## config.mk

```make
export PLATFORM = sky130hd
export DESIGN_NAME = swts_cmp
export DESIGN_NICKNAME = d
export VERILOG_FILES = /design/src/rtl/swts_pkg.sv /design/src/rtl/swts_cmp.sv
export SDC_FILE = /design/constraint.sdc
export NUM_CORES = 1
export LEC_CHECK = 0
export BUFFER_PORTS_ARGS = -buffer_cell sky130_fd_sc_hd__buf_2
export CAP_MARGIN = 25
export CORE_AREA = 4 4 137 139
export DETAILED_ROUTE_END_ITERATION = 16
export DIE_AREA = 0 0 141 143
export GPL_TIMING_DRIVEN = 0
export SYNTH_ARGS = -nofsm -noshare
export SYNTH_HDL_FRONTEND = slang
export SYNTH_SLANG_ARGS = --single-unit
```

## constraint.sdc

```tcl
create_clock -name vclk -period 2.3
set_input_delay 0.115 -clock vclk [all_inputs]
set_output_delay 0.115 -clock vclk [all_outputs]
set_load 0.005 [all_outputs]
```

## src/rtl/swts_pkg.sv

```systemverilog
// shared types, constants and helpers for the sorted word table search
package swts_pkg;

	// table geometry
	localparam int TABLE_DEPTH = 262144;
	localparam int ADDR_W      = $clog2(TABLE_DEPTH);
	localparam int CNT_W       = $clog2(TABLE_DEPTH + 1);
	localparam int PART_W      = 60;
	localparam int POS_W       = 18;
	localparam int STATUS_W    = 2;

	// item kinds
	localparam logic KIND_LOAD   = 1'b0;
	localparam logic KIND_LOOKUP = 1'b1;

	// result status codes
	localparam logic [STATUS_W-1:0] ST_LOADED = 2'd0;
	localparam logic [STATUS_W-1:0] ST_FULL   = 2'd1;
	localparam logic [STATUS_W-1:0] ST_HIT    = 2'd2;
	localparam logic [STATUS_W-1:0] ST_MISS   = 2'd3;

	// one stored word, first letters in the high part
	typedef struct packed {
		logic [PART_W-1:0] high;
		logic [PART_W-1:0] mid;
		logic [PART_W-1:0] low;
	} word_t;

	// input word
	typedef struct packed {
		logic              kind;
		logic [PART_W-1:0] key_high;
		logic [PART_W-1:0] key_mid;
		logic [PART_W-1:0] key_low;
	} item_t;

	// result word
	typedef struct packed {
		logic [STATUS_W-1:0] status;
		logic [POS_W-1:0]    position;
	} result_t;

	// write port of the table store
	typedef struct packed {
		logic              word_we;
		logic              mark_we;
		logic [ADDR_W-1:0] addr;
		word_t             word;
		logic              mark;
	} wr_t;

	// comparator outcome
	typedef struct packed {
		logic gt;
		logic eq;
	} cmp_t;

	// fit a table address into the position field
	function automatic logic [POS_W-1:0] pos_of(input logic [ADDR_W-1:0] addr);
		logic [POS_W+ADDR_W-1:0] ext;
		ext = {{POS_W{1'b0}}, addr};
		return ext[POS_W-1:0];
	endfunction

endpackage

```

## src/rtl/swts_cmp.sv

```systemverilog
// shared 180-bit magnitude comparator, key against probed word
module swts_cmp (
	input  swts_pkg::word_t key,
	input  swts_pkg::word_t word,
	output swts_pkg::cmp_t  res
);

	// parts compare as one unsigned number, high part first
	always_comb begin
		res.eq = (key == word);
		res.gt = (key > word);
	end

endmodule

```

Word-level counts from Yosys, hierarchy flattened
Index checks and enable logic that the tools add are counted.

Bits of input ports: 360. Register bits after elaboration: 0. Output and inout bits: 2. Logic and storage cells: 2.

Magnitude comparators: 1. Eq/ne operators: 1.

Operator list (count): $eq A180 B180 Y1 (1); $gt A180 B180 Y1 (1).

Depth between registers and ports, before layout
Gate-level depths: netlist (run 1).

Word-level depth: 1. Depth in mapped cells: 10. Gate-level depth less buffers: 10.

Least setup slack after synthesis (run 1)
OpenSTA, ideal clock, no wires.

Kind: input -> output. From: input port word[174] in the netlist's numbering. To: output port res[1] in the netlist's numbering. Slack: 413 ps. Arrival time: 1772 ps. Stages: 10. Required time: 2185 ps. Path buffers: 0. Cells stage by stage: inv_1 > ha_1 > nand4_2 > nor4_4 > nand3_2 > nor4_4 > nand2_2 > o211ai_2 > nor3_1 > a21oi_2.

RTL lines: start, declared (line swts_cmp.sv:4) `input swts_pkg::word_t word,`; end, declared (line swts_cmp.sv:5) `output swts_pkg::cmp_t res`.

==> flow_summary.toml, run 1 <==
[outcome]
violations = "negative setup slack"
run_status = "finished, violations left"

[yosys]
yosysWarnings = 0
syn-instance-count = 639
synthesis.nets = 1179
synth_area_per_cell_sq_um = 7.204
synth.yosys.seq_area_share_pct = 0
yosysUniqueCellTypes = 36
synth_area_sq_mm = 0.004603

[timing]
period_minus_slack_ns = 2.313
rsz0062_at_grt = "true"
timing_hold_violations_final = 0
fmaxAchievable_mhz = 432.3
relSlewSlack_pct = 65.76
final_max_slew_violation_count = 0
setup_total_negative_slack_ns = -0.01309
post-route-period-util_pct = 100.6
finalWorstSetupSlack_ns = -0.01309
timing.final.setup_violations = 1
worstMarginPinSlew_ns = 0.5007

[clock_tree]
cts_hold_buffers = 0

[power_and_ir_drop]
static-leakage-power_nw = 4.592
total_power_mw = 1.153
power.density_cell_area_mw_per_mm2 = 154.8
worst_case_vdd_ir_drop_mv = 0.07357

[setup_path]
critical_path_at_ns = 2.20
crit_path_max_incr_delay_ns = 0.41
critical_path_startpoint_category = "input port"
crit_path_end_kind = "primary output"
cp_cell_sequence = "buf_2 > inv_1 > ha_4 > nand4_4 > nor4_4 > nand3_2 > nor4_4 > nand2_2 > o211ai_2 > nor3_2 > a21oi_2 > buf_2"
crit_required_ns = 2.18
critical_path.slowest_cell = "nor4_4"
critPathMaxFanout = 3
crit_type = "input port to primary output"

[placed_design]
numPortBuffers = 362
routabilityCongestion = 0.8503
detailed_place_hpwl_um = 16240
post_dp_cell_area_sq_mm = 0.006701

[global_routing]
grt_start_max_net_pins = 4
groute.usage.overall_pct = 15.45
antenna_found_initial = 0
overflow = 0
via_count_of_the_first_global_routing_pass = 5579
grt_first_pass_wirelength_um = 25630

[floorplanning]
core.rowCount = 49
design.core.area_sq_mm = 0.01766
ios = 362
initial_core_util_pct = 26.07
dieHeight_um = 143
die_w_um = 141
die_area_sq_mm = 0.02016

[layout]
antennaDiodeCount = 0
sequential_cell_count_of_the_final_layout = 0
finish.instance_area_sq_mm = 0.007453
area_growth_pct = 61.92
area.sequential_sq_um = 0
nNetsFinal = 1558
mostFrequentLayoutCell = "buf_2"
final_cell_mix = "buf_2 (333), inv_1 (163), ha_1 (152), a21oi_1 (62), nand2_1 (35)"
clkbuf_count = 0
post_route_cells_drive_above_1_share_pct = 44.69

[routing]
detail_route.drc_violations = 0
antenna_left = 0
wire_per_inst_um = 14.21
vias = 5661
vias_per_cell = 4.547
postRouteWirelength_um = 17690
firstDrtPassIters = 4
drt_iter0_markers = 100

[job]
maxCapViolCount = 0

[hold_path]
hp-class = "input port to primary output"
-- cell type report --
type / count / area (sq um)
multi-input cells: 455 / 4362
repair buffers: 377 / 2110
inverters: 184 / 695.7
fillers: 1865 / 10200
well taps: 229 / 286.5
-- stage by stage --
stage          util [%]  setup WS, ns  instances  hold slack (ns)
2_1_floorplan         -        0.4128        639           0.5649
3_5_place_dp      37.95       -0.3969       1230           0.8025
5_1_grt           42.21       -0.1975       1245           0.8605
6_report          42.21      -0.01309       1245           0.8188
3_3_place_gp      37.95       -0.4193       1230           0.8035
4_1_cts           39.21      -0.09570       1233           0.8030
-- synth_stat cells (2+ instances only) --
| master | number | area (sq um) |
|---|---|---|
| a21oi_1 | 63 | 315.3 |
| and4_1 | 3 | 26.28 |
| o21a_1 | 3 | 22.52 |
| a221o_1 | 4 | 40.04 |
| nor3_1 | 13 | 65.06 |
| nand4_1 | 34 | 212.7 |
| nand3_2 | 2 | 20.02 |
| and2_0 | 2 | 12.51 |
| nand2_1 | 36 | 135.1 |
| a221oi_1 | 7 | 61.31 |
| inv_1 | 184 | 690.7 |
| nand2b_1 | 4 | 25.02 |
| a2111oi_0 | 3 | 26.28 |
| a21o_1 | 29 | 217.7 |
| nand3_1 | 13 | 65.06 |
| nor2_1 | 11 | 41.29 |
| a31oi_1 | 2 | 12.51 |
| a211oi_1 | 2 | 15.01 |
| nand4_2 | 3 | 37.54 |
| nor4_4 | 3 | 63.81 |
| ha_1 | 180 | 2252 |
| nor4_2 | 2 | 25.02 |
| o21ai_0 | 23 | 115.1 |
-- cell families (layout without fill, tap and decap cells) --
kind of cell | Yosys count | count (layout) | share of synthesized area (%)
fa+ha+maj | 180 | 180 | 48.93
simple gates | 131 | 131 | 16.61
buf+inv | 184 | 561 | 15.00
compound gates | 144 | 144 | 19.46
-- worst max-delay path: cells and delay by family --
| family | cells | cell delay, ns |
|---|---|---|
| simple gates | 6 | 1.23 |
| fa+ha+maj | 1 | 0.27 |
| buf+inv | 3 | 0.25 |
| compound gates | 2 | 0.30 |
-- per-layer routing --
metal  GRT usage [%]  share of wire [%]  up-vias
li1                -                  -     2995
met1           18.68                 41     2445
met2           29.56                 51      203
met3           2.512                6.8       18
met4           1.683                1.6        0
met5               0                  0        -
-- power breakdown --
part / total (mW) / switching, mW / internal (mW)
logic: 1.15 / 0.534 / 0.619
registers: 0 / 0 / 0
clock network: 0 / 0 / 0
-- path summary, 6_finish.rpt --
path | start | end | slack, ns | cells past startpoint
setup / recovery | word[146] | res[1] | -0.01 | 12
hold / removal | word[0] | res[0] | 0.82 | 5
-- what timing repair did --
item                       in CTS  in global routing
setup endpoints to repair       2                  2
buffers inserted                3                 12
hold endpoints to repair        0                  0
gates resized for setup        34                 70
pin swaps                      17                 45
Power figures use the tool's default switching activity.
==> inputs of run 2 (changes only) <==
- PLACE_DENSITY: not set -> 0.57
==> run 2 against run 1 <==
- the flow still finishes with violations (negative setup slack)
- final cell count fell by 0.56%
- worst hold slack improved by 0.014 ns
- first-iteration DRC count fell by 6.0%
- largest cell class unchanged
- total power fell by 8.3%
- critical path depth fell by 1
- design area fell by 5.8%
- sequential cell count did not move
- die area did not move
- combinational power fell by 8%
- non-clock buffer count fell by 7
- via count fell by 1.6%
==> flow_summary.toml, run 2 (same netlist as run 1, synthesis figures left out) <==
[timing]
final_max_slew_violation_count = 0
worstMarginPinSlew_ns = 0.4759
finalWorstSetupSlack_ns = -0.03212
timing.final.setup_violations = 1
period_minus_slack_ns = 2.332
post-route-period-util_pct = 101.4
timing_hold_violations_final = 0
fmaxAchievable_mhz = 428.8
setup_total_negative_slack_ns = -0.03212
rsz0062_at_grt = "true"
relSlewSlack_pct = 67.45

[routing]
postRouteWirelength_um = 17300
vias = 5568
firstDrtPassIters = 4
drt_iter0_markers = 94
vias_per_cell = 4.498
detail_route.drc_violations = 0
antenna_left = 0
wire_per_inst_um = 13.97

[floorplanning]
initial_core_util_pct = 26.07
die_w_um = 141
design.core.area_sq_mm = 0.01766
die_area_sq_mm = 0.02016
core.rowCount = 49
ios = 362
dieHeight_um = 143

[power_and_ir_drop]
static-leakage-power_nw = 4.529
power.density_cell_area_mw_per_mm2 = 150.7
worst_case_vdd_ir_drop_mv = 0.06978

[setup_path]
crit_type = "input port to primary output"
crit_path_end_kind = "primary output"
crit_required_ns = 2.18
critical_path_startpoint_category = "input port"
critPathMaxFanout = 3
critical_path_at_ns = 2.22

[outcome]
run_status = "finished, violations left"
violations = "negative setup slack"

[placed_design]
detailed_place_hpwl_um = 16410
routabilityCongestion = 0.8866
dp.cells = 1230
numPortBuffers = 362

[layout]
sequential_cell_count_of_the_final_layout = 0
area.sequential_sq_um = 0
nNetsFinal = 1551
finish.cell_count_without_fillers = 1238
area_growth_pct = 52.46
antennaDiodeCount = 0
num-fill-cells = 1890
multi_input_comb_area_sq_mm = 0.004109
final_cell_mix = "buf_2 (354), inv_1 (178), ha_1 (170), a21oi_1 (63), nand2_1 (36)"
post_route_cells_drive_above_1_share_pct = 40.44
clkbuf_count = 0
final_core_util_pct = 39.75
mostFrequentLayoutCell = "buf_2"

[hold_path]
timing.hold.worst_path_depth = 5
whs_endpoint = "res[0]"
min-delay-start = "word[0]"
hp-class = "input port to primary output"

[global_routing]
grt_start_max_net_pins = 4
overflow = 0
grt_first_pass_wirelength_um = 25740
via_count_of_the_first_global_routing_pass = 5540
groute.usage.overall_pct = 15.48
antenna_found_initial = 1

[clock_tree]
cts_hold_buffers = 0

[job]
maxCapViolCount = 0
-- run 2: metal layers --
layer / GRT usage [%] / up-vias / share of wire (%)
li1: - / 2972 / -
met2: 28.73 / 213 / 48
met5: 0 / - / 0.040
met4: 2.142 / 2 / 1.8
met1: 18.76 / 2357 / 42
met3: 3.349 / 24 / 8.2
-- run 2: final cells by class --
| class | instances | area share [%] |
|---|---|---|
| inverter | 184 | 9.877 |
| multi-input combinational | 455 | 58.55 |
| tap | 229 | 4.083 |
| timing repair buffer | 370 | 27.49 |
-- run 2: through the flow --
step           power, mW  setup WS [ns]  area, sq um  hold slack [ns]
2_1_floorplan     0.5458         0.4128         4603           0.5649
3_3_place_gp      0.9977        -0.2583         6701           0.7966
3_5_place_dp       1.010        -0.2956         6701           0.7996
4_1_cts            1.048        -0.1241         6884           0.7989
5_1_grt            1.234        -0.1817         7018           0.8580
6_report           1.058       -0.03212         7018           0.8323
-- run 2: critical path: stages --
cell,delay [ns]
buf_2,0.10
ha_1,0.31
a21oi_1,0.15
o21ai_0,0.11
a221oi_1,0.36
nor3_1,0.08
nor3_1,0.42
o211ai_2,0.14
nor3_2,0.22
a21oi_2,0.08
buf_2,0.13
-- run 2: power by group --
group / switching [mW] / leakage (nW) / internal, mW
combinational: 0.499 / 4.53 / 0.558
sequential: 0 / 0 / 0
clock: 0 / 0 / 0
-- run 2: how the worst max path moves through the flow --
stage                         to  slack [ns]       from
after floorplan           res[1]        0.41  word[174]
after global placement    res[1]       -0.26  word[167]
after detailed placement  res[1]       -0.30  word[167]
after CTS                 res[1]       -0.12   key[166]
after global routing      res[1]       -0.18   word[46]
final                     res[1]       -0.03     key[7]
-- run 2: repair_timing --
| item | CTS | global route |
|---|---|---|
| resized for setup | 28 | 14 |
| buffers inserted | 4 | 4 |
| setup endpoints to repair | 2 | 2 |
| pin swaps | 14 | 11 |
